## src/rtl/ehc_pkg.sv

```systemverilog
// Shared types, codes and constants for the encoder axis homing controller.
package ehc_pkg;

	localparam int COUNT_WIDTH_DEF = 32;
	localparam int DUTY_W          = 10;
	localparam int TRACK_W         = 16;
	localparam int MARGIN_W        = 8;
	localparam int WIN_W           = 16;
	localparam int CFG_IDX_W       = 2;
	localparam int CFG_DATA_W      = 16;
	localparam int OUT_W           = 32;

	localparam logic [DUTY_W-1:0]   DUTY_RST   = 10'd512;
	localparam logic [TRACK_W-1:0]  TRACK_RST  = 16'd100;
	localparam logic [MARGIN_W-1:0] MARGIN_RST = 8'd3;
	localparam logic [WIN_W-1:0]    WIN_RST    = 16'd200;

	typedef enum logic [2:0] {
		ACT_SAMPLE = 3'd0,
		ACT_CAL    = 3'd1,
		ACT_FWD    = 3'd2,
		ACT_BACK   = 3'd3,
		ACT_BRAKE  = 3'd4,
		ACT_COAST  = 3'd5,
		ACT_ZERO   = 3'd6
	} action_t;

	typedef enum logic [1:0] {
		MODE_COAST = 2'd0,
		MODE_FWD   = 2'd1,
		MODE_BACK  = 2'd2,
		MODE_BRAKE = 2'd3
	} mode_t;

	typedef enum logic [2:0] {
		PH_UNCAL    = 3'd0,
		PH_SEEK_MIN = 3'd1,
		PH_SEEK_MAX = 3'd2,
		PH_RETURN   = 3'd3,
		PH_READY    = 3'd4,
		PH_ERROR    = 3'd5
	} phase_t;

	typedef enum logic [CFG_IDX_W-1:0] {
		CFG_DRIVE_DUTY = 2'd0,
		CFG_TRACK_CM   = 2'd1,
		CFG_MARGIN_CM  = 2'd2,
		CFG_WIN_TICKS  = 2'd3
	} cfg_idx_t;

	typedef enum logic [2:0] {
		CS_IDLE = 3'd0,
		CS_MUL  = 3'd1,
		CS_DIV  = 3'd2,
		CS_LIM  = 3'd3,
		CS_FLAG = 3'd4
	} ctrl_state_t;

	typedef struct packed {
		logic accept;
		logic start_div;
		logic set_limits;
		logic finish;
	} ehc_cmd_t;

	typedef struct packed {
		logic needs_div;
		logic div_busy;
	} ehc_status_t;

endpackage

```

## src/rtl/ehc_div.sv

```systemverilog
// Restoring bit-serial unsigned divider, one quotient bit per cycle.
module ehc_div #(
	parameter int NW = 40,
	parameter int DW = 16
) (
	input  logic          clk,
	input  logic          arst_n,
	input  logic          start,
	input  logic [NW-1:0] num,
	input  logic [DW-1:0] den,
	output logic          busy,
	output logic [NW-1:0] quo
);

	localparam int CNTW = $clog2(NW + 1);

	logic            busy_q;
	logic [CNTW-1:0] cnt_q;
	logic [DW-1:0]   rem_q;
	logic [NW-1:0]   quo_q;

	logic [DW:0]   trial;
	logic [DW+1:0] diff;
	logic          ge;

	assign trial = {rem_q, quo_q[NW-1]};
	assign diff  = {1'b0, trial} - {2'b00, den};
	assign ge    = ~diff[DW+1];

	always_ff @(posedge clk or negedge arst_n) begin
		if (!arst_n) begin
			busy_q <= 1'b0;
			cnt_q  <= '0;
		end else if (start) begin
			busy_q <= 1'b1;
			cnt_q  <= CNTW'(NW);
		end else if (busy_q) begin
			cnt_q <= cnt_q - CNTW'(1);
			if (cnt_q == CNTW'(1)) begin
				busy_q <= 1'b0;
			end
		end
	end

	always_ff @(posedge clk) begin
		if (start) begin
			rem_q <= '0;
			quo_q <= num;
		end else if (busy_q) begin
			rem_q <= ge ? diff[DW-1:0] : trial[DW-1:0];
			quo_q <= {quo_q[NW-2:0], ge};
		end
	end

	assign busy = busy_q;
	assign quo  = quo_q;

endmodule

```

## src/rtl/ehc_dp.sv

```systemverilog
// Datapath: encoder count, calibration phase, speed window, limits and result register.
module ehc_dp #(
	parameter int CW = ehc_pkg::COUNT_WIDTH_DEF
) (
	input  logic                               clk,
	input  logic                               arst_n,
	input  ehc_pkg::ehc_cmd_t                  cmd,
	output ehc_pkg::ehc_status_t               status,
	input  logic                               cfg_wr_en,
	input  logic [ehc_pkg::CFG_IDX_W-1:0]      cfg_index,
	input  logic [ehc_pkg::CFG_DATA_W-1:0]     cfg_data,
	input  logic [2:0]                         action,
	input  logic                               enc_a,
	input  logic                               enc_b,
	input  logic                               min_sensor,
	input  logic                               max_sensor,
	output logic                               dir_first,
	output logic                               dir_second,
	output logic [ehc_pkg::DUTY_W-1:0]         pwm_duty,
	output logic signed [ehc_pkg::OUT_W-1:0]   pulse_count,
	output logic signed [ehc_pkg::OUT_W-1:0]   window_delta,
	output logic                               forward_limit,
	output logic                               backward_limit,
	output logic [2:0]                         calib_state,
	output logic signed [ehc_pkg::OUT_W-1:0]   track_pulses
);

	localparam int NW = CW + ehc_pkg::MARGIN_W;
	localparam int SW = (CW + 4 > 65) ? CW + 4 : 65;

	localparam logic signed [CW-1:0] CNT_MAX = {1'b0, {(CW-1){1'b1}}};
	localparam logic signed [CW-1:0] CNT_MIN = {1'b1, {(CW-1){1'b0}}};
	localparam logic signed [CW-1:0] ONE     = CW'(1);
	localparam logic [NW-1:0] LIM_P = {{(ehc_pkg::MARGIN_W+1){1'b0}}, {(CW-1){1'b1}}};
	localparam logic [NW-1:0] LIM_N = {{ehc_pkg::MARGIN_W{1'b0}}, 1'b1, {(CW-1){1'b0}}};
	localparam logic signed [SW-1:0] S64_MAX = SW'(64'sh7FFF_FFFF_FFFF_FFFF);
	localparam logic signed [SW-1:0] S64_MIN = SW'($signed(64'h8000_0000_0000_0000));
	localparam logic signed [SW-1:0] O32_MAX = SW'(32'sh7FFF_FFFF);
	localparam logic signed [SW-1:0] O32_MIN = SW'($signed(32'h8000_0000));
	localparam logic signed [SW-1:0] K2 = SW'(2);
	localparam logic signed [SW-1:0] K5 = SW'(5);
	localparam logic signed [SW-1:0] K6 = SW'(6);

	function automatic logic signed [SW-1:0] sx(input logic signed [CW-1:0] v);
		return SW'(v);
	endfunction

	function automatic logic signed [SW-1:0] sat64(input logic signed [SW-1:0] v);
		logic signed [SW-1:0] r;
		r = v;
		if (v > S64_MAX) r = S64_MAX;
		if (v < S64_MIN) r = S64_MIN;
		return r;
	endfunction

	function automatic logic [ehc_pkg::OUT_W-1:0] out32(input logic signed [SW-1:0] v);
		logic [ehc_pkg::OUT_W-1:0] r;
		r = v[ehc_pkg::OUT_W-1:0];
		if (v > O32_MAX) r = 32'h7FFF_FFFF;
		if (v < O32_MIN) r = 32'h8000_0000;
		return r;
	endfunction

	// configuration
	logic [ehc_pkg::DUTY_W-1:0]   drive_duty_q;
	logic [ehc_pkg::TRACK_W-1:0]  track_cm_q;
	logic [ehc_pkg::MARGIN_W-1:0] margin_cm_q;
	logic [ehc_pkg::WIN_W-1:0]    win_ticks_q;

	// architectural state
	logic signed [CW-1:0] pos_q, meas_q, lower_q, upper_q, win_start_q;
	logic signed [CW:0]   delta_q;
	logic                 prev_a_q, primed_q;
	ehc_pkg::phase_t      phase_q;
	ehc_pkg::mode_t       mode_q;
	logic [ehc_pkg::WIN_W-1:0] win_cnt_q;

	// result register
	logic                       dir_first_q, dir_second_q, fwd_lim_q, bwd_lim_q;
	logic [ehc_pkg::DUTY_W-1:0] duty_q;
	logic [ehc_pkg::OUT_W-1:0]  count_out_q, delta_out_q, track_out_q;
	logic [2:0]                 phase_out_q;

	// next-state values for one tick
	logic signed [CW-1:0] pos_n, meas_n, win_start_n;
	logic signed [CW:0]   delta_n;
	ehc_pkg::phase_t      phase_a, phase_n;
	ehc_pkg::mode_t       mode_n;
	logic [ehc_pkg::WIN_W-1:0] win_cnt_n, cnt_inc, wt;
	logic                 needs_div;
	logic [ehc_pkg::DUTY_W-1:0] duty_n;
	logic                 ret_half;

	always_comb begin
		pos_n     = pos_q;
		meas_n    = meas_q;
		phase_a   = phase_q;
		mode_n    = mode_q;
		needs_div = 1'b0;

		if (primed_q && enc_a && !prev_a_q) begin
			if (enc_b) begin
				if (pos_q != CNT_MIN) pos_n = pos_q - ONE;
			end else begin
				if (pos_q != CNT_MAX) pos_n = pos_q + ONE;
			end
		end

		case (ehc_pkg::action_t'(action))
			ehc_pkg::ACT_CAL: phase_a = ehc_pkg::PH_SEEK_MIN;
			ehc_pkg::ACT_FWD, ehc_pkg::ACT_BACK, ehc_pkg::ACT_BRAKE, ehc_pkg::ACT_COAST: begin
				if (phase_q inside {ehc_pkg::PH_SEEK_MIN, ehc_pkg::PH_SEEK_MAX,
						ehc_pkg::PH_RETURN}) begin
					phase_a = ehc_pkg::PH_UNCAL;
				end
				case (ehc_pkg::action_t'(action))
					ehc_pkg::ACT_FWD:   mode_n = ehc_pkg::MODE_FWD;
					ehc_pkg::ACT_BACK:  mode_n = ehc_pkg::MODE_BACK;
					ehc_pkg::ACT_BRAKE: mode_n = ehc_pkg::MODE_BRAKE;
					default:            mode_n = ehc_pkg::MODE_COAST;
				endcase
			end
			ehc_pkg::ACT_ZERO: pos_n = '0;
			default: ;
		endcase

		phase_n = phase_a;
		case (phase_a)
			ehc_pkg::PH_SEEK_MIN: begin
				if (min_sensor) begin
					mode_n  = ehc_pkg::MODE_BRAKE;
					pos_n   = '0;
					phase_n = ehc_pkg::PH_SEEK_MAX;
				end else begin
					mode_n = ehc_pkg::MODE_BACK;
				end
			end
			ehc_pkg::PH_SEEK_MAX: begin
				if (max_sensor) begin
					mode_n = ehc_pkg::MODE_BRAKE;
					meas_n = pos_n;
					if (pos_n == '0 || track_cm_q == '0) begin
						phase_n = ehc_pkg::PH_ERROR;
					end else begin
						// limits follow once the margin division completes
						needs_div = 1'b1;
						phase_n   = ehc_pkg::PH_RETURN;
					end
				end else begin
					mode_n = ehc_pkg::MODE_FWD;
				end
			end
			ehc_pkg::PH_RETURN: begin
				if (sx(pos_n) < sat64(sx(lower_q) * K2)) begin
					mode_n  = ehc_pkg::MODE_BRAKE;
					phase_n = ehc_pkg::PH_READY;
				end else begin
					mode_n = ehc_pkg::MODE_BACK;
				end
			end
			default: ;
		endcase
	end

	// speed window
	always_comb begin
		wt          = (win_ticks_q == '0) ? ehc_pkg::WIN_W'(1) : win_ticks_q;
		cnt_inc     = win_cnt_q + ehc_pkg::WIN_W'(1);
		win_cnt_n   = cnt_inc;
		win_start_n = win_start_q;
		delta_n     = delta_q;
		if (cnt_inc >= wt) begin
			delta_n     = $signed({pos_n[CW-1], pos_n} - {win_start_q[CW-1], win_start_q});
			win_start_n = pos_n;
			win_cnt_n   = '0;
		end
	end

	always_comb begin
		ret_half = (sx(pos_n) < sat64(sx(lower_q) * K6)) ||
			(sx(pos_n) < sat64(sx(upper_q) - sat64(sx(lower_q) * K5)));
		case (mode_n)
			ehc_pkg::MODE_FWD:  duty_n = drive_duty_q;
			ehc_pkg::MODE_BACK: begin
				if (phase_n == ehc_pkg::PH_RETURN && ret_half) duty_n = drive_duty_q >> 1;
				else duty_n = drive_duty_q;
			end
			default: duty_n = '0;
		endcase
	end

	// limit flags: after an ordinary tick from the new count, after calibration from the held one
	logic signed [CW-1:0] p_sel;
	logic                 fwd_n, bwd_n;
	always_comb begin
		p_sel = cmd.finish ? pos_q : pos_n;
		fwd_n = sx(p_sel) > sat64(sx(upper_q) - sx(lower_q));
		bwd_n = sx(p_sel) < sat64(sx(lower_q) * K2);
	end

	// margin: margin_cm * |track| / track_cm, clamped, sign restored
	logic [CW-1:0]        mag;
	logic [NW-1:0]        num, quo, qlim;
	logic                 div_busy;
	logic signed [CW-1:0] lower_calc, upper_calc;
	logic signed [CW:0]   span;

	assign mag = meas_q[CW-1] ? CW'(-meas_q) : CW'(meas_q);
	assign num = NW'(mag) * NW'(margin_cm_q);

	ehc_div #(
		.NW(NW),
		.DW(ehc_pkg::TRACK_W)
	) u_div (
		.clk   (clk),
		.arst_n(arst_n),
		.start (cmd.start_div),
		.num   (num),
		.den   (track_cm_q),
		.busy  (div_busy),
		.quo   (quo)
	);

	always_comb begin
		if (meas_q[CW-1]) begin
			qlim       = (quo > LIM_N) ? LIM_N : quo;
			lower_calc = CW'(~qlim + NW'(1));
		end else begin
			qlim       = (quo > LIM_P) ? LIM_P : quo;
			lower_calc = CW'(qlim);
		end
		span = $signed({meas_q[CW-1], meas_q} - {lower_calc[CW-1], lower_calc});
		if (span[CW] != span[CW-1]) upper_calc = span[CW] ? CNT_MIN : CNT_MAX;
		else upper_calc = span[CW-1:0];
	end

	assign status.needs_div = needs_div;
	assign status.div_busy  = div_busy;

	always_ff @(posedge clk or negedge arst_n) begin
		if (!arst_n) begin
			drive_duty_q <= ehc_pkg::DUTY_RST;
			track_cm_q   <= ehc_pkg::TRACK_RST;
			margin_cm_q  <= ehc_pkg::MARGIN_RST;
			win_ticks_q  <= ehc_pkg::WIN_RST;
		end else if (cfg_wr_en) begin
			case (ehc_pkg::cfg_idx_t'(cfg_index))
				ehc_pkg::CFG_DRIVE_DUTY: drive_duty_q <= cfg_data[ehc_pkg::DUTY_W-1:0];
				ehc_pkg::CFG_TRACK_CM:   track_cm_q   <= cfg_data[ehc_pkg::TRACK_W-1:0];
				ehc_pkg::CFG_MARGIN_CM:  margin_cm_q  <= cfg_data[ehc_pkg::MARGIN_W-1:0];
				ehc_pkg::CFG_WIN_TICKS:  win_ticks_q  <= cfg_data[ehc_pkg::WIN_W-1:0];
				default: ;
			endcase
		end
	end

	always_ff @(posedge clk or negedge arst_n) begin
		if (!arst_n) begin
			pos_q       <= '0;
			meas_q      <= '0;
			lower_q     <= '0;
			upper_q     <= '0;
			win_start_q <= '0;
			delta_q     <= '0;
			prev_a_q    <= 1'b0;
			primed_q    <= 1'b0;
			phase_q     <= ehc_pkg::PH_UNCAL;
			mode_q      <= ehc_pkg::MODE_COAST;
			win_cnt_q   <= '0;
		end else if (cmd.accept) begin
			pos_q       <= pos_n;
			meas_q      <= meas_n;
			win_start_q <= win_start_n;
			delta_q     <= delta_n;
			prev_a_q    <= enc_a;
			primed_q    <= 1'b1;
			phase_q     <= phase_n;
			mode_q      <= mode_n;
			win_cnt_q   <= win_cnt_n;
		end else if (cmd.set_limits) begin
			lower_q <= lower_calc;
			upper_q <= upper_calc;
		end
	end

	always_ff @(posedge clk) begin
		if (cmd.accept) begin
			dir_first_q  <= (mode_n == ehc_pkg::MODE_FWD) || (mode_n == ehc_pkg::MODE_BRAKE);
			dir_second_q <= (mode_n == ehc_pkg::MODE_BACK) || (mode_n == ehc_pkg::MODE_BRAKE);
			duty_q       <= duty_n;
			count_out_q  <= out32(sx(pos_n));
			delta_out_q  <= out32(SW'(delta_n));
			track_out_q  <= out32(sx(meas_n));
			phase_out_q  <= phase_n;
		end
		if (cmd.accept || cmd.finish) begin
			fwd_lim_q <= fwd_n;
			bwd_lim_q <= bwd_n;
		end
	end

	assign dir_first      = dir_first_q;
	assign dir_second     = dir_second_q;
	assign pwm_duty       = duty_q;
	assign pulse_count    = $signed(count_out_q);
	assign window_delta   = $signed(delta_out_q);
	assign forward_limit  = fwd_lim_q;
	assign backward_limit = bwd_lim_q;
	assign calib_state    = phase_out_q;
	assign track_pulses   = $signed(track_out_q);

endmodule

```

## src/rtl/ehc_ctrl.sv

```systemverilog
// Controller: handshakes, result valid and the calibration-end sequencing.
module ehc_ctrl (
	input  logic                  clk,
	input  logic                  arst_n,
	input  logic                  in_valid,
	output logic                  in_stall,
	output logic                  out_valid,
	input  logic                  out_stall,
	input  ehc_pkg::ehc_status_t  status,
	output ehc_pkg::ehc_cmd_t     cmd
);

	ehc_pkg::ctrl_state_t state_q, state_n;
	logic                 out_valid_q;
	logic                 accept, load;

	assign in_stall = (state_q != ehc_pkg::CS_IDLE) || (out_valid_q && out_stall);
	assign accept   = in_valid && !in_stall;

	always_comb begin
		state_n = state_q;
		case (state_q)
			ehc_pkg::CS_IDLE: if (accept && status.needs_div) state_n = ehc_pkg::CS_MUL;
			ehc_pkg::CS_MUL:  state_n = ehc_pkg::CS_DIV;
			ehc_pkg::CS_DIV:  if (!status.div_busy) state_n = ehc_pkg::CS_LIM;
			ehc_pkg::CS_LIM:  state_n = ehc_pkg::CS_FLAG;
			ehc_pkg::CS_FLAG: state_n = ehc_pkg::CS_IDLE;
			default:          state_n = ehc_pkg::CS_IDLE;
		endcase
	end

	always_comb begin
		cmd.accept     = accept;
		cmd.start_div  = (state_q == ehc_pkg::CS_MUL);
		cmd.set_limits = (state_q == ehc_pkg::CS_LIM);
		cmd.finish     = (state_q == ehc_pkg::CS_FLAG);
		load           = (accept && !status.needs_div) || cmd.finish;
	end

	always_ff @(posedge clk or negedge arst_n) begin
		if (!arst_n) begin
			state_q     <= ehc_pkg::CS_IDLE;
			out_valid_q <= 1'b0;
		end else begin
			state_q <= state_n;
			if (load) out_valid_q <= 1'b1;
			else if (out_valid_q && !out_stall) out_valid_q <= 1'b0;
		end
	end

	assign out_valid = out_valid_q;

`ifndef SYNTHESIS
	a_div_started: assert property (@(posedge clk) disable iff (!arst_n)
		cmd.start_div |=> status.div_busy)
		else $error("divider not busy after start");
	a_cal_entry: assert property (@(posedge clk) disable iff (!arst_n)
		(cmd.accept && status.needs_div) |=> (state_q == ehc_pkg::CS_MUL))
		else $error("calibration end did not enter multiply step");
	a_no_result_while_busy: assert property (@(posedge clk) disable iff (!arst_n)
		(state_q != ehc_pkg::CS_IDLE) |-> !out_valid_q)
		else $error("result pending while calibration sequence runs");
	a_finish_free: assert property (@(posedge clk) disable iff (!arst_n)
		cmd.finish |=> out_valid_q)
		else $error("calibration result not presented");
`endif

endmodule

```

## src/rtl/encoder_axis_homing_controller.sv

```systemverilog
// An ordinary transaction's result is registered on acceptance and is valid in the next cycle.
// Throughput: one transaction per cycle while the output side takes results.
// A calibration tick that meets the max switch with nonzero count and track_cm holds
// the input through the multiply, margin divide (one bit a cycle), limit and flag steps.
// Reset (arst_n low, asynchronous): count, limits, window and phase clear, drive coasts,
// registers return to their defaults; no clearing pass.
module encoder_axis_homing_controller #(
	parameter int COUNT_WIDTH = ehc_pkg::COUNT_WIDTH_DEF
) (
	input  logic                               clk,
	input  logic                               arst_n,
	input  logic                               cfg_wr_en,
	input  logic [ehc_pkg::CFG_IDX_W-1:0]      cfg_index,
	input  logic [ehc_pkg::CFG_DATA_W-1:0]     cfg_data,
	input  logic                               in_valid,
	output logic                               in_stall,
	input  logic [2:0]                         action,
	input  logic                               enc_a,
	input  logic                               enc_b,
	input  logic                               min_sensor,
	input  logic                               max_sensor,
	output logic                               out_valid,
	input  logic                               out_stall,
	output logic                               dir_first,
	output logic                               dir_second,
	output logic [ehc_pkg::DUTY_W-1:0]         pwm_duty,
	output logic signed [ehc_pkg::OUT_W-1:0]   pulse_count,
	output logic signed [ehc_pkg::OUT_W-1:0]   window_delta,
	output logic                               forward_limit,
	output logic                               backward_limit,
	output logic [2:0]                         calib_state,
	output logic signed [ehc_pkg::OUT_W-1:0]   track_pulses
);

	ehc_pkg::ehc_cmd_t    cmd;
	ehc_pkg::ehc_status_t status;

	ehc_ctrl u_ctrl (
		.clk      (clk),
		.arst_n   (arst_n),
		.in_valid (in_valid),
		.in_stall (in_stall),
		.out_valid(out_valid),
		.out_stall(out_stall),
		.status   (status),
		.cmd      (cmd)
	);

	ehc_dp #(
		.CW(COUNT_WIDTH)
	) u_dp (
		.clk           (clk),
		.arst_n        (arst_n),
		.cmd           (cmd),
		.status        (status),
		.cfg_wr_en     (cfg_wr_en),
		.cfg_index     (cfg_index),
		.cfg_data      (cfg_data),
		.action        (action),
		.enc_a         (enc_a),
		.enc_b         (enc_b),
		.min_sensor    (min_sensor),
		.max_sensor    (max_sensor),
		.dir_first     (dir_first),
		.dir_second    (dir_second),
		.pwm_duty      (pwm_duty),
		.pulse_count   (pulse_count),
		.window_delta  (window_delta),
		.forward_limit (forward_limit),
		.backward_limit(backward_limit),
		.calib_state   (calib_state),
		.track_pulses  (track_pulses)
	);

endmodule

```

## config.mk

```make
export PLATFORM = sky130hd
export DESIGN_NAME = encoder_axis_homing_controller
export DESIGN_NICKNAME = d
export VERILOG_FILES = /design/src/rtl/ehc_pkg.sv /design/src/rtl/ehc_div.sv /design/src/rtl/ehc_dp.sv /design/src/rtl/ehc_ctrl.sv /design/src/rtl/encoder_axis_homing_controller.sv
export SDC_FILE = /design/constraint.sdc
export NUM_CORES = 2
export LEC_CHECK = 0
export BUFFER_PORTS_ARGS = -buffer_cell sky130_fd_sc_hd__buf_2
export CAP_MARGIN = 20
export CELL_PAD_IN_SITES_DETAIL_PLACEMENT = 1
export CELL_PAD_IN_SITES_GLOBAL_PLACEMENT = 1
export CORE_MARGIN = 2
export CORE_UTILIZATION = 55
export CTS_BUF_LIST = sky130_fd_sc_hd__clkbuf_4
export DETAILED_ROUTE_END_ITERATION = 8
export GPL_TIMING_DRIVEN = 0
export PLACE_DENSITY_LB_ADDON = 0.15
export SETUP_SLACK_MARGIN = 0.3
export SYNTH_ARGS = -nofsm -noshare
export SYNTH_HDL_FRONTEND = slang
export SYNTH_SLANG_ARGS = --single-unit
```

## constraint.sdc

```tcl
create_clock -name clk -period 24.6 [get_ports clk]
set_clock_uncertainty 0.05 [all_clocks]
set_input_delay 2.46 -clock clk [delete_from_list [all_inputs] [get_ports clk]]
set_output_delay 2.46 -clock clk [all_outputs]
set_load 0.01 [all_outputs]
```

==> flow_summary.json <==
{
  "data_required_critical_path_ns": 25.41,
  "postSynthCellCount": 5385,
  "fill_cells": 9991,
  "syn_area_per_cell_um2": 8.52,
  "worst-setup-path-type": "flip-flop to flip-flop",
  "clock_tree.htree_level_count": 4,
  "setup_repair_after_global_routing_missed_its_margin": "no",
  "tritoncts": "built",
  "max-slew-margin-rel_pct": 17.8,
  "flow.area_growth_from_synthesis_pct": 8.75,
  "finalWeightedCongestion": 0.979,
  "wirelength_um": 183000,
  "resized_gates_after_cts": 0,
  "numClockSinks": 446,
  "drt-wirelength-per-cell_um": 26.7,
  "cts_made_buffers": 130,
  "grt_antenna_before_repair": 17,
  "pre_cts_slack_ns": 13.97,
  "grt_pass1_wl_um": 278000,
  "top_level_ports": 145,
  "hold_violations_final": 0,
  "finalMaxSlewViolations": 0,
  "cap_viol_max_count": 0,
  "cts_max_path_buffers": 3,
  "detailed_place_hpwl_um": 142000,
  "post_synth_num_cell_types": 95,
  "number_of_remaining_drc_errors": 0,
  "placement.cell_area_um2": 48100,
  "multiInputGateArea_um2": 31500,
  "post_route_cells_drive_above_1_share_pct": 9.34,
  "cp-start-kind": "flip-flop",
  "vias": 44600,
  "final-setup-viol-count": 0,
  "run_status": "completed",
  "worstMarginPinSlew_ns": 1.22,
  "timing.hold.worst_path_depth": 2,
  "postSynth.asyncResetShare_pct": 62.1,
  "buffers_inverters_on_critical_path": 3,
  "synth_area_um2": 45900,
  "final.setup.tns_ns": 0,
  "synth_warn": 0,
  "clock_transition_at_the_registers_of_the_reported_paths_ns": 0.06,
  "critical_path.max_fanout": 10,
  "critPathCaptureType": "flip-flop",
  "start_util_pct": 55.7,
  "finish.instance_area_um2": 49900,
  "crit_slowest_cell": "sky130_fd_sc_hd__nor4b_4",
  "finalNetCount": 6439,
  "first_global_vias": 46900,
  "synth.yosys.seq_area_share_pct": 25.9,
  "postCtsSetupBuffers": 0,
  "grt_resource_usage_total_pct": 42.2,
  "port_buffers": 142,
  "critPathTopFamily": "compound AO/OA/AOI/OAI gates",
  "die_outline_area_um2": 85700,
  "fp.dieH_um": 293,
  "die_width_um": 293,
  "ys_ff_latch": 446,
  "ant_nets": 0,
  "pin_count_of_the_biggest_net_entering_global_routing": 121,
  "drt_iter0_markers": 3421,
  "r2r.worst_path.cells": 40,
  "ys.flop_type": "sky130_fd_sc_hd__dfrtp_1",
  "drt-vias-per-instance": 6.50,
  "cts_hold_buf": 0,
  "fmaxAchievable_ghz": 0.0920,
  "clockRootBuffer": "sky130_fd_sc_hd__clkbuf_4",
  "final-seq-area_um2": 11900,
  "core_area_um2": 82400,
  "floorplan.rows": 105,
  "cp_num_cells": 40,
  "synthesized_netlist_net_count": 6151,
  "synth_enable_flop_cells": 153,
  "delay_of_the_slowest_cell_on_the_worst_path_ns": 0.71,
  "first_pass_iters": 8,
  "min_period_over_period_pct": 44.2,
  "cp_data_arrival_time_ns": 11.68,
  "globalRoute.totalOverflow": 0,
  "postLayoutSetupSlackWorst_ns": 13.73,
  "hold_slack_ns": 0.437,
  "cpMostUsedCell": "sky130_fd_sc_hd__a21oi_1",
  "holdCritPathClass": "flip-flop to flip-flop",
  "period_minus_slack_ns": 10.87,
  "worst_skew_pair.late_latency_ns": 1.11
}
-- placed cells by master (no fill, tap or decap), types with 55 or more instances in the layout --
cell type	Yosys	routed
sky130_fd_sc_hd__nor3_1	73	73
sky130_fd_sc_hd__fa_1	186	186
sky130_fd_sc_hd__nand2_1	782	782
sky130_fd_sc_hd__a21oi_1	302	302
sky130_fd_sc_hd__mux2_2	80	80
sky130_fd_sc_hd__nor2_1	246	245
sky130_fd_sc_hd__and3_1	55	55
sky130_fd_sc_hd__nand4_1	67	67
sky130_fd_sc_hd__nand2b_1	63	62
sky130_fd_sc_hd__dfrtp_1	268	268
sky130_fd_sc_hd__clkbuf_1	171	171
sky130_fd_sc_hd__xor2_1	105	105
sky130_fd_sc_hd__a31oi_1	84	84
sky130_fd_sc_hd__xnor2_1	154	154
sky130_fd_sc_hd__a21o_1	142	142
sky130_fd_sc_hd__inv_1	450	450
sky130_fd_sc_hd__nand3_1	88	88
sky130_fd_sc_hd__o21ai_0	475	475
sky130_fd_sc_hd__ha_1	550	550
sky130_fd_sc_hd__edfxtp_1	153	153
sky130_fd_sc_hd__nor2b_1	69	69
sky130_fd_sc_hd__and2_1	116	116
sky130_fd_sc_hd__clkbuf_4	0	184
sky130_fd_sc_hd__buf_2	19	162
-- synth_stat cells (38+ instances only) --
master	number	area, um2
sky130_fd_sc_hd__nand2_1	782	2940
sky130_fd_sc_hd__ha_1	550	6880
sky130_fd_sc_hd__o21ai_0	475	2380
sky130_fd_sc_hd__inv_1	450	1690
sky130_fd_sc_hd__a21oi_1	302	1510
sky130_fd_sc_hd__dfrtp_1	268	6710
sky130_fd_sc_hd__nor2_1	246	923
sky130_fd_sc_hd__fa_1	186	3720
sky130_fd_sc_hd__clkbuf_1	171	642
sky130_fd_sc_hd__xnor2_1	154	1350
sky130_fd_sc_hd__edfxtp_1	153	4590
sky130_fd_sc_hd__a21o_1	142	1070
sky130_fd_sc_hd__and2_1	116	726
sky130_fd_sc_hd__xor2_1	105	920
sky130_fd_sc_hd__nand3_1	88	440
sky130_fd_sc_hd__a31oi_1	84	526
sky130_fd_sc_hd__mux2_2	80	901
sky130_fd_sc_hd__nor3_1	73	365
sky130_fd_sc_hd__nor2b_1	69	432
sky130_fd_sc_hd__nand4_1	67	419
sky130_fd_sc_hd__nand2b_1	63	394
sky130_fd_sc_hd__and3_1	55	344
sky130_fd_sc_hd__o21a_1	53	398
sky130_fd_sc_hd__nor4_1	40	250
sky130_fd_sc_hd__maj3_1	38	380
-- worst register-to-register path: cells and delay by family (launching register included) --
family                     cells  cell delay (ns)
adders and majority gates      4             1.33
muxes                          1             0.37
xor gates and xnor gates       1             0.14
AOI/OAI and AO/OA             22             4.64
and+or+nand+nor                9             2.42
DFF                            1             0.62
buffers and inverters          3             1.14
-- worst paths after layout --
path / from / endpoint / slack (ns)
max reg2reg: u_dp.lower_q[2]$_DFFE_PN0P_ / u_dp.pwm_duty[6]$_DFFE_PP_ / 13.73
max: u_dp.lower_q[2]$_DFFE_PN0P_ / u_dp.pwm_duty[6]$_DFFE_PP_ / 13.73
min in group asynchronous: arst_n / u_dp.upper_q[17]$_DFFE_PN0P_ / 1.29
max in group asynchronous: arst_n / u_dp.pos_q[29]$_DFFE_PN0P_ / 22.14
min: u_dp.win_start_q[3]$_DFFE_PN0P_ / u_dp.win_start_q[3]$_DFFE_PN0P_ / 0.44
min reg2reg: u_dp.win_start_q[3]$_DFFE_PN0P_ / u_dp.win_start_q[3]$_DFFE_PN0P_ / 0.44
-- cell families after synthesis --
family          after synthesis  synth area share [%]
flops                       446                  25.9
buf+inv                     656                  5.46
xor+xnor                    259                  4.95
compound gates             1388                  18.8
mux                         113                  2.68
fa+ha+maj                   774                  24.0
simple gates               1749                  18.3
-- final cells by class --
class / count / area share [%]
diodes: 12 / 0.0602
plain buffers: 205 / 1.63
clock buffers: 184 / 2.77
clock inverters: 48 / 0.635
inverters: 451 / 3.39
multi-input cells: 4283 / 63.2
flip-flops and latches: 446 / 23.8
well taps: 1070 / 2.68
repair buffers: 156 / 1.86
-- through the flow --
stage | std cells | utilization (%)
after floorplan | 5385 | -
after global placement | 6597 | 58.2
after detailed placement | 6609 | 58.4
after CTS | 6841 | 60.5
after global routing | 6851 | 60.5
final | 6855 | 60.5
-- layer usage --
layer  GRT usage, %  wire [um]  up-vias
met5              0         69        -
met4           28.4      13800       10
met3           7.94      13000      707
met2           71.0      86400     2005
met1           49.1      69900    22100
li1               -          -    19700
-- flip-flops by register name (all words and copies together) (netlist names), 6 cells and up --
register and flops:
u_dp.delta_q 33, u_dp.drive_duty_q 10, u_dp.lower_q 32, u_dp.margin_cm_q 8, u_dp.meas_q 32, u_dp.pos_q 32
u_dp.pulse_count 32, u_dp.pwm_duty 10, u_dp.track_cm_q 16, u_dp.track_pulses 32, u_dp.u_div.cnt_q 6, u_dp.u_div.quo 40
u_dp.u_div.rem_q 16, u_dp.upper_q 32, u_dp.win_cnt_q 16, u_dp.win_start_q 32, u_dp.win_ticks_q 16, u_dp.window_delta 32
Power is left out: the tool's default activity adds up to more than one toggle a clock period on the data nets, which glitch-free logic cannot reach.
